===== config.mk =====
export PLATFORM = sky130hd
export DESIGN_NAME = kanji_time_date_formatter
export DESIGN_NICKNAME = d
export VERILOG_FILES = /design/src/rtl/ktdf_pkg.sv /design/src/rtl/kanji_time_date_formatter.sv /design/src/rtl/ktdf_encoder.sv
export SDC_FILE = /design/constraint.sdc
export NUM_CORES = 1
export LEC_CHECK = 0
export BUFFER_PORTS_ARGS = -buffer_cell sky130_fd_sc_hd__buf_2
export CORE_UTILIZATION = 44
export CTS_BUF_LIST = sky130_fd_sc_hd__clkbuf_4 sky130_fd_sc_hd__clkbuf_8
export DETAILED_ROUTE_END_ITERATION = 16
export HOLD_SLACK_MARGIN = 0.03
export SLEW_MARGIN = 15
export SYNTH_ARGS = -nofsm -noshare
export SYNTH_HDL_FRONTEND = slang
export SYNTH_SLANG_ARGS = --single-unit

===== constraint.sdc =====
create_clock -name clk_i -period 13.95 [get_ports clk_i]
set_input_delay 0.6975 -clock clk_i [delete_from_list [all_inputs] [get_ports clk_i]]
set_output_delay 0.6975 -clock clk_i [all_outputs]
set_load 0.01 [all_outputs]

===== src/rtl/ktdf_pkg.sv =====
// ----------------------------------------------------------------------------
// ktdf_pkg
// Shared types and kanji code point constants of the time and date formatter.
// ----------------------------------------------------------------------------
package ktdf_pkg;

  localparam int unsigned MaxCodes = 8;
  localparam int unsigned CodeW    = 16;
  localparam int unsigned NumW     = 7;
  localparam int unsigned IdxW     = $clog2(MaxCodes);
  localparam int unsigned CntW     = IdxW + 1;

  typedef logic [CodeW-1:0] code_t;

  typedef enum logic [1:0] {
    REQ_TIME    = 2'd0,
    REQ_DATE    = 2'd1,
    REQ_WEEKDAY = 2'd2,
    REQ_UNUSED  = 2'd3
  } req_type_e;

  localparam code_t CpHour   = 16'd26178;
  localparam code_t CpMinute = 16'd20998;
  localparam code_t CpWeek   = 16'd26332;
  localparam code_t CpDay    = 16'd26085;
  localparam code_t CpMonth  = 16'd26376;
  localparam code_t CpTen    = 16'd21313;

  localparam logic [NumW-1:0] NumMax = 7'd99;
  localparam logic [NumW-1:0] WdMax  = 7'd6;

  typedef struct packed {
    code_t [MaxCodes-1:0] codes;
    logic  [CntW-1:0]     cnt;
  } job_t;

  function automatic code_t digit_cp(input logic [3:0] d);
    code_t r;
    unique case (d)
      4'd1:    r = 16'd19968;
      4'd2:    r = 16'd20108;
      4'd3:    r = 16'd19977;
      4'd4:    r = 16'd22235;
      4'd5:    r = 16'd20116;
      4'd6:    r = 16'd20845;
      4'd7:    r = 16'd19971;
      4'd8:    r = 16'd20843;
      4'd9:    r = 16'd20061;
      default: r = '0;
    endcase
    return r;
  endfunction

  function automatic code_t weekday_cp(input logic [2:0] d);
    code_t r;
    unique case (d)
      3'd0:    r = 16'd26085;
      3'd1:    r = 16'd26376;
      3'd2:    r = 16'd28779;
      3'd3:    r = 16'd27700;
      3'd4:    r = 16'd26408;
      3'd5:    r = 16'd37329;
      3'd6:    r = 16'd22303;
      default: r = '0;
    endcase
    return r;
  endfunction

endpackage


===== src/rtl/kanji_time_date_formatter.sv =====
// ----------------------------------------------------------------------------
// kanji_time_date_formatter
// Path: with the serializer idle, a request passes the input register, then
// the result register, before its first code point is offered on the output.
// Throughput: one code point per cycle while out_ready_i is high; a request
// is sent as 1 to 8 code points by the output serializer.
// Reset: rst_ni asynchronous active low, clears input and serializer valids.
// ----------------------------------------------------------------------------
module kanji_time_date_formatter (
  input  logic                       clk_i,
  input  logic                       rst_ni,
  input  logic                       in_valid_i,
  output logic                       in_ready_o,
  input  logic [1:0]                 req_type_i,
  input  logic [ktdf_pkg::NumW-1:0]  first_number_i,
  input  logic [ktdf_pkg::NumW-1:0]  second_number_i,
  output logic                       out_valid_o,
  input  logic                       out_ready_i,
  output logic [ktdf_pkg::CodeW-1:0] code_point_o,
  output logic                       last_o
);
  import ktdf_pkg::*;

  logic                s1_vld_q;
  logic [1:0]          s1_type_q;
  logic [NumW-1:0]     s1_first_q;
  logic [NumW-1:0]     s1_second_q;

  job_t                job;
  code_t [MaxCodes-1:0] codes_q;
  logic [CntW-1:0]     cnt_q;
  logic [IdxW-1:0]     idx_q, idx_d;
  logic                busy_q;

  logic                is_last, job_done, job_load, in_take;

  ktdf_encoder u_enc (
    .req_type_i      (s1_type_q),
    .first_number_i  (s1_first_q),
    .second_number_i (s1_second_q),
    .job_o           (job)
  );

  assign is_last  = ((CntW'(idx_q) + CntW'(1)) == cnt_q);
  assign job_done = busy_q & out_ready_i & is_last;
  assign job_load = s1_vld_q & (~busy_q | job_done);
  assign in_take  = in_valid_i & in_ready_o;
  assign in_ready_o = ~s1_vld_q | job_load;

  always_comb begin
    idx_d = idx_q;
    if (job_load) begin
      idx_d = '0;
    end else if (busy_q && out_ready_i) begin
      idx_d = idx_q + IdxW'(1);
    end
  end

  always_ff @(posedge clk_i or negedge rst_ni) begin
    if (!rst_ni) begin
      s1_vld_q <= 1'b0;
      busy_q   <= 1'b0;
      idx_q    <= '0;
    end else begin
      if (in_take) begin
        s1_vld_q <= 1'b1;
      end else if (job_load) begin
        s1_vld_q <= 1'b0;
      end
      if (job_load) begin
        busy_q <= 1'b1;
      end else if (job_done) begin
        busy_q <= 1'b0;
      end
      idx_q <= idx_d;
    end
  end

  always_ff @(posedge clk_i) begin
    if (in_take) begin
      s1_type_q   <= req_type_i;
      s1_first_q  <= first_number_i;
      s1_second_q <= second_number_i;
    end
    if (job_load) begin
      codes_q <= job.codes;
      cnt_q   <= job.cnt;
    end
  end

  assign out_valid_o  = busy_q;
  assign code_point_o = codes_q[idx_q];
  assign last_o       = is_last;

endmodule


===== src/rtl/ktdf_encoder.sv =====
// ----------------------------------------------------------------------------
// ktdf_encoder
// Turns one registered request into its list of kanji code points and count.
// ----------------------------------------------------------------------------
module ktdf_encoder (
  input  logic [1:0]                 req_type_i,
  input  logic [ktdf_pkg::NumW-1:0]  first_number_i,
  input  logic [ktdf_pkg::NumW-1:0]  second_number_i,
  output ktdf_pkg::job_t             job_o
);
  import ktdf_pkg::*;

  typedef struct packed {
    code_t [3:0] codes;
    logic  [2:0] cnt;
  } numeral_t;

  function automatic numeral_t numeral(input logic [NumW-1:0] raw, input code_t suffix);
    numeral_t         r;
    logic [NumW-1:0]  n;
    logic [14:0]      prod;
    logic [3:0]       tens;
    logic [7:0]       tens10;
    logic [3:0]       units;
    logic [2:0]       c;
    r     = '0;
    n     = (raw > NumMax) ? NumMax : raw;
    prod  = 15'(n) * 15'd205;
    tens  = prod[14:11];
    tens10 = 8'(tens) * 8'd10;
    units = 4'(8'(n) - tens10);
    c     = '0;
    if (n != '0) begin
      if (n <= 7'd9) begin
        r.codes[c[1:0]] = digit_cp(n[3:0]);
        c = c + 3'd1;
      end else if (n == 7'd10) begin
        r.codes[c[1:0]] = CpTen;
        c = c + 3'd1;
      end else begin
        if (tens > 4'd1) begin
          r.codes[c[1:0]] = digit_cp(tens);
          c = c + 3'd1;
        end
        r.codes[c[1:0]] = CpTen;
        c = c + 3'd1;
        if (units != 4'd0) begin
          r.codes[c[1:0]] = digit_cp(units);
          c = c + 3'd1;
        end
      end
      r.codes[c[1:0]] = suffix;
      c = c + 3'd1;
    end
    r.cnt = c;
    return r;
  endfunction

  numeral_t num_a, num_b;
  job_t     job;
  logic     is_time;
  logic [IdxW-1:0] off;

  assign is_time = (req_type_i == REQ_TIME);

  always_comb begin
    num_a = numeral(first_number_i, is_time ? CpHour : CpDay);
    num_b = numeral(second_number_i, is_time ? CpMinute : CpMonth);
  end

  always_comb begin
    job = '0;
    off = '0;
    unique case (req_type_e'(req_type_i))
      REQ_TIME, REQ_DATE: begin
        for (int p = 0; p < MaxCodes; p++) begin
          off = IdxW'(p) - IdxW'(num_a.cnt);
          if (CntW'(p) < CntW'(num_a.cnt)) begin
            job.codes[p] = num_a.codes[p[1:0]];
          end else if (off < IdxW'(num_b.cnt)) begin
            job.codes[p] = num_b.codes[off[1:0]];
          end
        end
        job.cnt = CntW'(num_a.cnt) + CntW'(num_b.cnt);
      end
      REQ_WEEKDAY: begin
        if (first_number_i <= WdMax) begin
          job.codes[0] = weekday_cp(first_number_i[2:0]);
          job.codes[1] = CpWeek;
          job.codes[2] = CpDay;
          job.cnt      = CntW'(3);
        end
      end
      default: job = '0;
    endcase
    if (job.cnt == '0) begin
      job.codes[0] = '0;
      job.cnt      = CntW'(1);
    end
  end

  assign job_o = job;

endmodule

Yosys cells after proc, flatten, opt, wreduce, memory -nomap -nowiden. Memories as Yosys holds them, arrays and structs flattened. Index checks and enable logic that the tools add are counted.

Reduce and logical (&&, ||, !) cells: 19. Multiply operators: 4. $add $sub $neg: 19. Magnitude comparators: 43. Equality and inequality tests: 11. Bitwise logic cells: 14. Mux-type cells: 111.

Operators with widths (count): 16-bit two-way mux (51); 48-bit two-way mux (6); 16-bit binary-select mux with 2-bit select (8); 64-bit bitwise mux (4); 64-bit two-way mux (4); 16-bit demux with 2-bit select (6); 16-bit case mux with 7 select lines (1); 52-bit case mux with 2 select lines (1); 10-bit by 40-bit bitwise AND with 40-bit output (2); 40-bit inverter (2); 3-bit two-way mux (18); 51-bit two-way mux (1); 16-bit binary-select mux with 3-bit select (1); 6-bit by 24-bit OR with 24-bit output (2); 2-bit by 3-bit less-than comparator with 1-bit output, second input constant (14); 7-bit by 8-bit multiplier with 15-bit output, second input constant (2); 3-bit less-than comparator (8); 3-bit by 1-bit adder with 3-bit output, second input constant (7); 7-bit by 4-bit == test with 1-bit output, second input constant (2); 7-bit greater-than comparator, second input constant (2); 7-bit by 4-bit <= comparator with 1-bit output, second input constant (2); 14-bit two-way mux (1); 7-bit two-way mux (2); 7-bit nonzero test (2); other kinds (33) (72).

Memories: 6. Input port bits: 20. Bits in read-only memories: 1344. Word-level logic and storage cells: 242. Register bits: 153. Output and inout bits: 19.

Memory list: (name not given) (depth 16, bits a word 14, read ports 1, clocked after memory_dff 0, write ports 0, line ktdf_pkg.sv:39) `unique case (d)`; (name not given) (depth 16, bits a word 14, read ports 1, clocked after memory_dff 0, write ports 0, line ktdf_pkg.sv:39); (name not given) (depth 16, bits a word 14, read ports 1, clocked after memory_dff 0, write ports 0, line ktdf_pkg.sv:39); (name not given) (depth 16, bits a word 14, read ports 1, clocked after memory_dff 0, write ports 0, line ktdf_pkg.sv:39); (name not given) (depth 16, bits a word 14, read ports 1, clocked after memory_dff 0, write ports 0, line ktdf_pkg.sv:39); (name not given) (depth 16, bits a word 14, read ports 1, clocked after memory_dff 0, write ports 0, line ktdf_pkg.sv:39).

Depth between registers and ports, before layout. Gate-level depths: netlist (run 1).

Word-level depth: 27. Mapped depth: 47. Gate-level depth less buffers: 40.

Hierarchy. A second synthesis (run 1) with hierarchy kept.

Cells, all modules: 1709. Area, all modules: 15522.4 um^2.

Modules (own cells, without submodules): ktdf_encoder (cells each 1464, area an instance 9648.0 um^2, instances 1, sequential area each 0.0 um^2); kanji_time_date_formatter (cells each 245, area an instance 5874.4 um^2, instances 1, sequential area each 4569.4 um^2).

Least setup slack after synthesis (run 1). Ideal clock, no wire load.

Path kind: flip-flop to flip-flop. Start: register s1_first_q[6]. End: register codes_q[97] (netlist name), data pin. Path slack: 4.519 ns. Buffers on the path: 7. Stages on the path, launching flop included: 42. Setup time: 0.153 ns. Data arrival time: 9.278 ns. Required time: 13.797 ns. Path through: edfxtp_1 > buf_2 > a21bo_2 > ha_1 > inv_1 > fa_1 > inv_1 > ha_1 > inv_1 > fa_1 > inv_1 > ha_1 > a211o_1 > a41o_1 > a2111oi_0 > o22ai_1 > inv_2 > ha_1 > (+6 left out) > ha_1 > nand2_1 > ha_1 > nand2b_1 > clkbuf_1 > clkbuf_1 > ha_1 > clkbuf_1 > clkinv_1 > buf_1 > ha_1 > a21o_1 > a21o_1 > or3_1 > buf_1 > nor2_1 > a22oi_1 > o21ai_0.

Word-level cells in the longest chain between the ends: 22.

Ends and longest elaborated chain: from (decl) (line kanji_time_date_formatter.sv:26) `logic [NumW-1:0] s1_first_q;`; from (signal assigned) (line kanji_time_date_formatter.sv:82) `s1_first_q <= first_number_i;`; 7-bit greater-than comparator (line ktdf_encoder.sv:27) `n = (raw > NumMax) ? NumMax : raw;`; 7-bit two-way mux * (line ktdf_encoder.sv:27); parallel branches: the longest is 19 deep, another holds 7-bit by 8-bit multiplier with 15-bit output; 16-bit two-way mux * (line ktdf_encoder.sv:78) `if (CntW'(p) < CntW'(num_a.cnt)) begin`; to (signal assigned) (line kanji_time_date_formatter.sv:86) `codes_q <= job.codes;`; to (decl) (line kanji_time_date_formatter.sv:30) `code_t [MaxCodes-1:0] codes_q;`.

Mark *: on every way between the ends. The select of a mux whose other input is x is not followed. A chain may end at the register's enable or synchronous reset.

Final worst setup path (run 1).
Start: register s1_first_q[2]. End: register codes_q[76] (netlist name), data pin.

Word-level cells in the longest chain between the ends: 21.

Ends and longest elaborated chain (line): 7-bit greater-than comparator (ktdf_encoder.sv:27); 7-bit two-way mux * (ktdf_encoder.sv:27); parallel branches: the longest is 18 deep, another holds 7-bit by 8-bit multiplier with 15-bit output; 16-bit two-way mux * (ktdf_encoder.sv:78).

Marks and branches as above.

==> metrics.log, run 1 <==
INFO  metric met1Wirelength = 24,800 µm
INFO  metric worst_setup_path_endpoint = codes_q[76]$_SDFFCE_PP0P_
INFO  metric clk_pin_slew_worst_paths = 0.10 ns
INFO  metric layout_min_cycle_time = 11.28 ns
INFO  metric syn_area_per_cell = 8.89 µm²
INFO  metric worst_r2r_path_depth = 34
INFO  metric drv_slew = 0
INFO  metric routed_wire_length_per_instance = approximately 28 µm
INFO  metric largest_net_degree_at_the_start_of_global_routing = 73
INFO  metric finalSetupViolCount = 0
INFO  metric worst-endpoint-required = 14.12 ns
INFO  metric grt_overflow_total = 0
INFO  metric first_global_vias = 13,500
INFO  metric period_share = 80.8%
INFO  metric drive_gt1_share = a little under an eighth
INFO  metric grt_pass1_wl = 89,400 µm
INFO  metric syn2layout_area_growth = 6.20%
INFO  metric remaining_max_slew_budget_at_the_tightest_pin = 10.9%
INFO  metric die_h = 189 µm
INFO  metric setup-tns-final = 0 ns
INFO  metric run_status = finished clean
INFO  metric netlist_area = roughly 15,000 µm²
INFO  metric wl_met3 = 5590 µm
INFO  metric drtIter0Drc = 1,769
INFO  metric routabilityCongestion = 1.10
INFO  metric grt_setup_unrepaired = no
INFO  metric post_cts_buffers = 0
INFO  metric top_level_ports = 39
INFO  metric critical_path.endpoint_type = register
INFO  metric critPathTopFamily = compound AO/OA/AOI/OAI gates
INFO  metric cts_root_buf = sky130_fd_sc_hd__clkbuf_8
INFO  metric global_routing_usage_summed_across_all_routing_layers = 34.2%
INFO  metric yosys_most_used_dff = sky130_fd_sc_hd__edfxtp_1
INFO  metric number_of_enable_flip_flop_cells_after_synthesis = ~140
INFO  metric cap_viol_max_count = 0
INFO  metric setup.worst_path.start_class = register
INFO  metric synth_cells = between 1,500 and 2,000
INFO  metric numCtsBuffers = 17
INFO  metric antenna_found_initial = 10
INFO  metric layout_common_cells = 156 x sky130_fd_sc_hd__nand2_1, 144 x sky130_fd_sc_hd__ha_1, 141 x sky130_fd_sc_hd__edfxtp_1, 129 x sky130_fd_sc_hd__nor2_1, 119 x sky130_fd_sc_hd__o21ai_0
INFO  metric timing.critical_path.slowest_cell_delay = 0.83 ns
INFO  metric endpoint_arrival_time_on_the_critical_path = 11.45 ns
INFO  metric worst-setup-path-type = register to register
INFO  metric detail_route.drc_violations = 0
INFO  metric die_outline_area = about 36,000 µm²
INFO  metric port_buffers = 38
INFO  metric share_of_synthesized_flip_flops_with_an_asynchronous_set_or_reset = ~3.4%
INFO  metric cts_tree = yes
INFO  metric timing_worst_slew_pin_value = 1.32 ns
INFO  metric nNetsFinal = about 1,900
INFO  metric detail_route.vias_per_cell = 6.70
INFO  metric worstReg2RegEnd = codes_q[76]$_SDFFCE_PP0P_
INFO  metric hold_depth = 1
INFO  metric synthDistinctLibCells = 98
INFO  metric cts_htree_levels = 4
INFO  metric hpwl = 48,000 µm
INFO  metric worstSkewPairLatency = 0.50 ns
INFO  metric cp_common_cell = sky130_fd_sc_hd__inv_1
INFO  metric fmaxAchievable = 88.7 MHz
INFO  metric drt-total-wl = 60,500 µm
INFO  metric timing.reg2reg.setup_slack = 2.67 ns
INFO  metric top_layer = met5
INFO  metric clock_sink_count = 146
INFO  metric wl_met2 = about 27,000 µm
INFO  metric min_path_type = input pin to register
INFO  metric path_depth = 34
INFO  metric critical_path.startpoint = s1_first_q[2]$_DFFE_PP_
INFO  metric number_of_gates_given_a_new_drive_strength_after_cts = 0
INFO  metric hold_viol_final = 0
INFO  metric slowest_cp_cell = sky130_fd_sc_hd__edfxtp_1
INFO  metric drtPass1Iterations = 6
INFO  metric chip_width = 189 µm
INFO  metric drtAntennaViolNets = 0
INFO  metric ys_seq_area_share = 28.5%
INFO  metric floorplan.initialDensity = 45.2%
INFO  metric synth_seq_cells = 146
INFO  metric maximum_fanout_along_the_worst_path = 47
INFO  metric core_region_area = 33,900 µm²
INFO  metric layout_commonest_cell = sky130_fd_sc_hd__nand2_1
INFO  metric critical_path_buf_inv_count = 10
INFO  metric reg2reg_from = s1_first_q[2]$_DFFE_PP_
INFO  metric ctsLongestPathBuffers = 2
INFO  metric routed-via-count = 14,500
INFO  metric fin_worst_skew = 0.0251 ns
INFO  metric synthesis.yosys.warnings = 0
INFO  metric number_of_nets_produced_by_synthesis = 1,903
INFO  metric core.rowCount = 67
==> synthesized netlist by cell type (all sizes together), types with 19 or more instances <==
| cell | n | area (µm²) |
|---|---|---|
| o22ai | 23 | 144 |
| nand2b | 21 | 131 |
| nor2 | 131 | 494 |
| nor3 | 45 | 235 |
| clkbuf | 71 | 268 |
| mux2i | 31 | 314 |
| a31oi | 33 | 249 |
| a21oi | 113 | 569 |
| nand2 | 156 | 586 |
| o21ai | 133 | 677 |
| xnor2 | 19 | 166 |
| edfxtp | 141 | 4230 |
| o221ai | 26 | 228 |
| ha | 144 | 1800 |
| inv | 115 | 434 |
| buf | 29 | 139 |
| o211ai | 22 | 165 |
| mux4 | 31 | 698 |
| nand3 | 53 | 265 |
| mux2 | 23 | 263 |
==> sequential cells by signal (all words and copies together) (netlist names) <==
signal,flops
cnt_q,4
codes_q,121
idx_q,3
out_valid_o,1
s1_first_q,7
s1_second_q,7
s1_type_q,2
s1_vld_q,1
==> worst reg2reg max path: cells and delay by family, from the launching register on <==
family | cells | cell delay, ns
compound gates | 9 | 3.72
fa+ha+maj | 7 | 2.50
buf+inv | 10 | 1.76
simple gates | 6 | 1.61
flops | 1 | 0.83
xor+xnor | 2 | 0.53
==> area by class of cell <==
type	count	area, µm²
Inverter	120	453
Timing Repair Buffer	58	343
Clock inverter	12	180
Multi-Input combinational cell	1356	10100
Clock buffer	20	256
Fill cell	3286	17600
Tap cell	448	561
Antenna cell	2	5.00
Sequential cell	146	4360
==> metal layers <==
| metal | vias to the layer above | GRT usage (%) |
|---|---|---|
| met1 | 6985 | 45.2 |
| met5 | - | 0 |
| met4 | 12 | 18.1 |
| met3 | 155 | 6.91 |
| li1 | 6550 | - |
| met2 | 789 | 52.6 |
==> repair_timing <==
item | in CTS | in global routing
hold endpoints to repair | 5 | 0
endpoints found under the setup margin | 0 | 0
hold buffers | 1 | 0
==> worst min-delay path by stage <==
stage	end	startpoint
floorplan	idx_q[0]$_DFFE_PN0P_	rst_ni
global placement	idx_q[1]$_DFFE_PN0P_	rst_ni
detailed placement	idx_q[1]$_DFFE_PN0P_	rst_ni
CTS	s1_second_q[5]$_DFFE_PP_	second_number_i[5]
global route	s1_second_q[4]$_DFFE_PP_	second_number_i[4]
finish	s1_second_q[5]$_DFFE_PP_	second_number_i[5]
==> through the flow <==
| step | util, % | worst slack, ns | cells | area, µm² | hold slack (ns) |
|---|---|---|---|---|---|
| after detailed placement | 46.7 | 3.09 | 2127 | 15800 | 0.521 |
| after CTS | 48.0 | 3.02 | 2160 | 16300 | 0.329 |
| after global placement | 46.7 | 3.24 | 2127 | 15800 | 0.516 |
| after floorplan | - | 4.52 | 1722 | 15300 | 0.402 |
| after global routing | 48.0 | 2.34 | 2160 | 16300 | 0.329 |
| final | 48.0 | 2.67 | 2162 | 16300 | 0.360 |
==> cells by family (layout without fill, tap and decap cells) <==
group	after synthesis	count (layout)	share of synthesized area, %
AO/OA/AOI/OAI	562	562	25.7
AND/OR/NAND/NOR	519	519	16.2
buffers and inverters	220	210	5.62
adder cells (fa/ha/maj)	162	162	14.1
flip-flops	146	146	28.5
multiplexers	85	85	8.33
XOR/XNOR	28	28	1.60
other	0	2	0
Power of run 1 is left out: the tool's default activity adds up to more than one toggle a clock period on the data nets, which glitch-free logic cannot reach.
==> run 2: changes to the inputs <==
Clock period 13.95 ns to 10.2 ns, I/O delays scaled along.
==> metrics.log, run 2 (synthesis gave the netlist of run 1 again) <==
INFO  metric worstSkewPairLatency = 0.51 ns (about the same)
INFO  metric numCtsBuffers = 17 (unchanged)
INFO  metric critical_path.endpoint_type = register
INFO  metric floorplan.initialDensity = 45.2% (unchanged)
INFO  metric grt_pass1_wl = 93,900 µm (+5.0%)
INFO  metric clk_pin_slew_worst_paths = 0.12 ns (+0.02 ns)
INFO  metric grt_setup_unrepaired = no
INFO  metric hpwl = 50,800 µm (+5.8%)
INFO  metric cts_tree = yes
INFO  metric routabilityCongestion = 1.08 (-2.3%)
INFO  metric timing_worst_slew_pin_value = 1.14 ns (-0.181 ns)
INFO  metric grt_overflow_total = 0 (unchanged)
INFO  metric syn2layout_area_growth = 8.23%
INFO  metric largest_registers = codes_q (121), s1_first_q (7), s1_second_q (7)
INFO  metric cp_common_cell = sky130_fd_sc_hd__ha_1
INFO  metric slowest_cp_cell = sky130_fd_sc_hd__edfxtp_1
INFO  metric endpoint_arrival_time_on_the_critical_path = 9.99 ns (-1.46 ns)
INFO  metric die_h = 189 µm (unchanged)
INFO  metric filler_cell_count = 3,313 (+0.82%)
INFO  metric core.rowCount = 67 (unchanged)
INFO  metric largest_register = codes_q
INFO  metric area_taken_by_flip_flops_and_latches = 4360 µm² (unchanged)
INFO  metric layout_min_cycle_time = 9.71 ns (-1.57 ns)
INFO  metric drtIter0Drc = 1,775 (+0.34%)
INFO  metric drtAntennaViolNets = 0 (unchanged)
INFO  metric ctsLongestPathBuffers = 2 (unchanged)
INFO  metric setup.worst_path.start_class = register
INFO  metric fin_worst_skew = 0.0391 ns (+0.0140 ns)
INFO  metric setup-tns-final = 0 ns (unchanged)
INFO  metric first_global_vias = 14,300 (+6.2%)
INFO  metric finalSetupViolCount = 0 (unchanged)
INFO  metric chip_width = 189 µm (unchanged)
INFO  metric largest_net_degree_at_the_start_of_global_routing = 78 (+6.8%)
INFO  metric hold_depth = 1 (unchanged)
INFO  metric detail_route.drc_violations = 0 (unchanged)
INFO  metric cts_root_buf = sky130_fd_sc_hd__clkbuf_8
INFO  metric run_status = finished clean
INFO  metric remaining_max_slew_budget_at_the_tightest_pin = 23.3% (+12 points)
INFO  metric clock_sink_count = 146 (unchanged)
INFO  metric top_level_ports = 39 (unchanged)
INFO  metric worst_r2r_path_depth = 34 (unchanged)
INFO  metric drv_slew = 0 (unchanged)
INFO  metric cts_htree_levels = 4 (unchanged)
INFO  metric detail_route.vias_per_cell = 6.73 (+0.42%)
INFO  metric routed_wire_length_per_instance = 28.9 µm (+3.0%)
INFO  metric maximum_fanout_along_the_worst_path = 11 (-77%)
INFO  metric port_buffers = 38 (unchanged)
INFO  metric drt-total-wl = 63,700 µm (+5.2%)
INFO  metric antenna_found_initial = 3 (-7)
INFO  metric cap_viol_max_count = 0 (unchanged)
INFO  metric routed-via-count = 14,900 (+2.6%)
INFO  metric number_of_flip_flops_in_the_largest_register = 121 (unchanged)
INFO  metric nNetsFinal = 1,927 (+2.5%)
INFO  metric hold_viol_final = 0 (unchanged)
INFO  metric drtPass1Iterations = 5 (-1)
INFO  metric worst-setup-path-type = register to register
INFO  metric worst-endpoint-required = 10.48 ns (-3.64 ns)
INFO  metric global_routing_usage_summed_across_all_routing_layers = 35.9% (+1.7 points)
INFO  metric drive_gt1_share = 14.1% (+2.4 points)
INFO  metric core_region_area = 33,900 µm² (unchanged)
INFO  metric timing.critical_path.slowest_cell_delay = 0.63 ns (-0.20 ns)
INFO  metric min_path_type = input pin to register
INFO  metric fmaxAchievable = 103 MHz (+16%)
INFO  metric layout_common_cells = 155 x sky130_fd_sc_hd__nand2_1, 143 x sky130_fd_sc_hd__ha_1, 141 x sky130_fd_sc_hd__edfxtp_1, 129 x sky130_fd_sc_hd__nor2_1, 119 x sky130_fd_sc_hd__o21ai_0
INFO  metric period_share = 95.2% (+14 points)
INFO  metric multi_input_comb_area = 10,100 µm² (about the same)
INFO  metric layout_commonest_cell = sky130_fd_sc_hd__nand2_1
INFO  metric die_outline_area = 35,500 µm² (unchanged)
## run 2: worst max-delay path, delay by kind of cell, from the launching register on
kind	cells	cell delay, ns
adders and majority gates	9	3.26
xor gates and xnor gates	1	0.17
buffers and inverters	7	0.79
DFF	1	0.63
and+or+nand+nor	7	1.61
AOI/OAI and AO/OA	10	3.05
## run 2: path summary, 6_finish.rpt
kind	to	slack, ns	start
worst max-delay path	codes_q[10]$_SDFFCE_PN0P_	0.49	s1_first_q[5]$_DFFE_PP_
worst min-delay path	s1_second_q[1]$_DFFE_PP_	0.16	second_number_i[1]
worst max register to register	codes_q[10]$_SDFFCE_PN0P_	0.49	s1_first_q[5]$_DFFE_PP_
worst min register to register	out_valid_o$_DFFE_PN0P_	0.55	s1_vld_q$_DFFE_PN0P_
max in group asynchronous	idx_q[0]$_DFFE_PN0P_	9.70	rst_ni
min in group asynchronous	idx_q[0]$_DFFE_PN0P_	0.35	rst_ni
## run 2: what timing repair did
item,in CTS,in global routing
buffers inserted,0,0
hold buffers,1,0
endpoints found under the hold margin,5,0
setup endpoints to repair,0,18
resized for setup,0,3
## run 2: layer usage
metal / up-vias / part of all wire, % / track usage (%) / wire, µm
met3: 172 / 8.5 / 6.35 / 5390
met4: 4 / 5.6 / 18.9 / 3590
met1: 7211 / 41 / 46.7 / 26000
met2: 836 / 45 / 56.9 / 28700
li1: 6638 / - / - / -
met5: - / 0.041 / 0 / 26
## run 2: final cells by class
type | instances | share of cell area [%]
Multi-Input combinational cell | 1356 | 61.0
Sequential cell | 146 | 26.3
Timing Repair Buffer | 105 | 4.20
Tap cell | 448 | 3.38
Inverter | 120 | 2.73
Clock buffer | 18 | 1.46
Clock inverter | 14 | 0.936
Antenna cell | 1 | 0.0151
## run 2: metrics by stage
step           setup WS (ns)  hold slack (ns)  cells  area, µm²  util (%)
2_1_floorplan          0.769            0.214   1722      15300         -
3_3_place_gp           0.377            0.333   2174      16200      47.7
3_5_place_dp           0.315            0.334   2174      16200      47.7
4_1_cts                0.300            0.150   2207      16600      48.9
5_1_grt              0.00832            0.155   2207      16600      48.9
6_report               0.487            0.163   2208      16600      48.9
Power of run 2 is left out for the same reason.
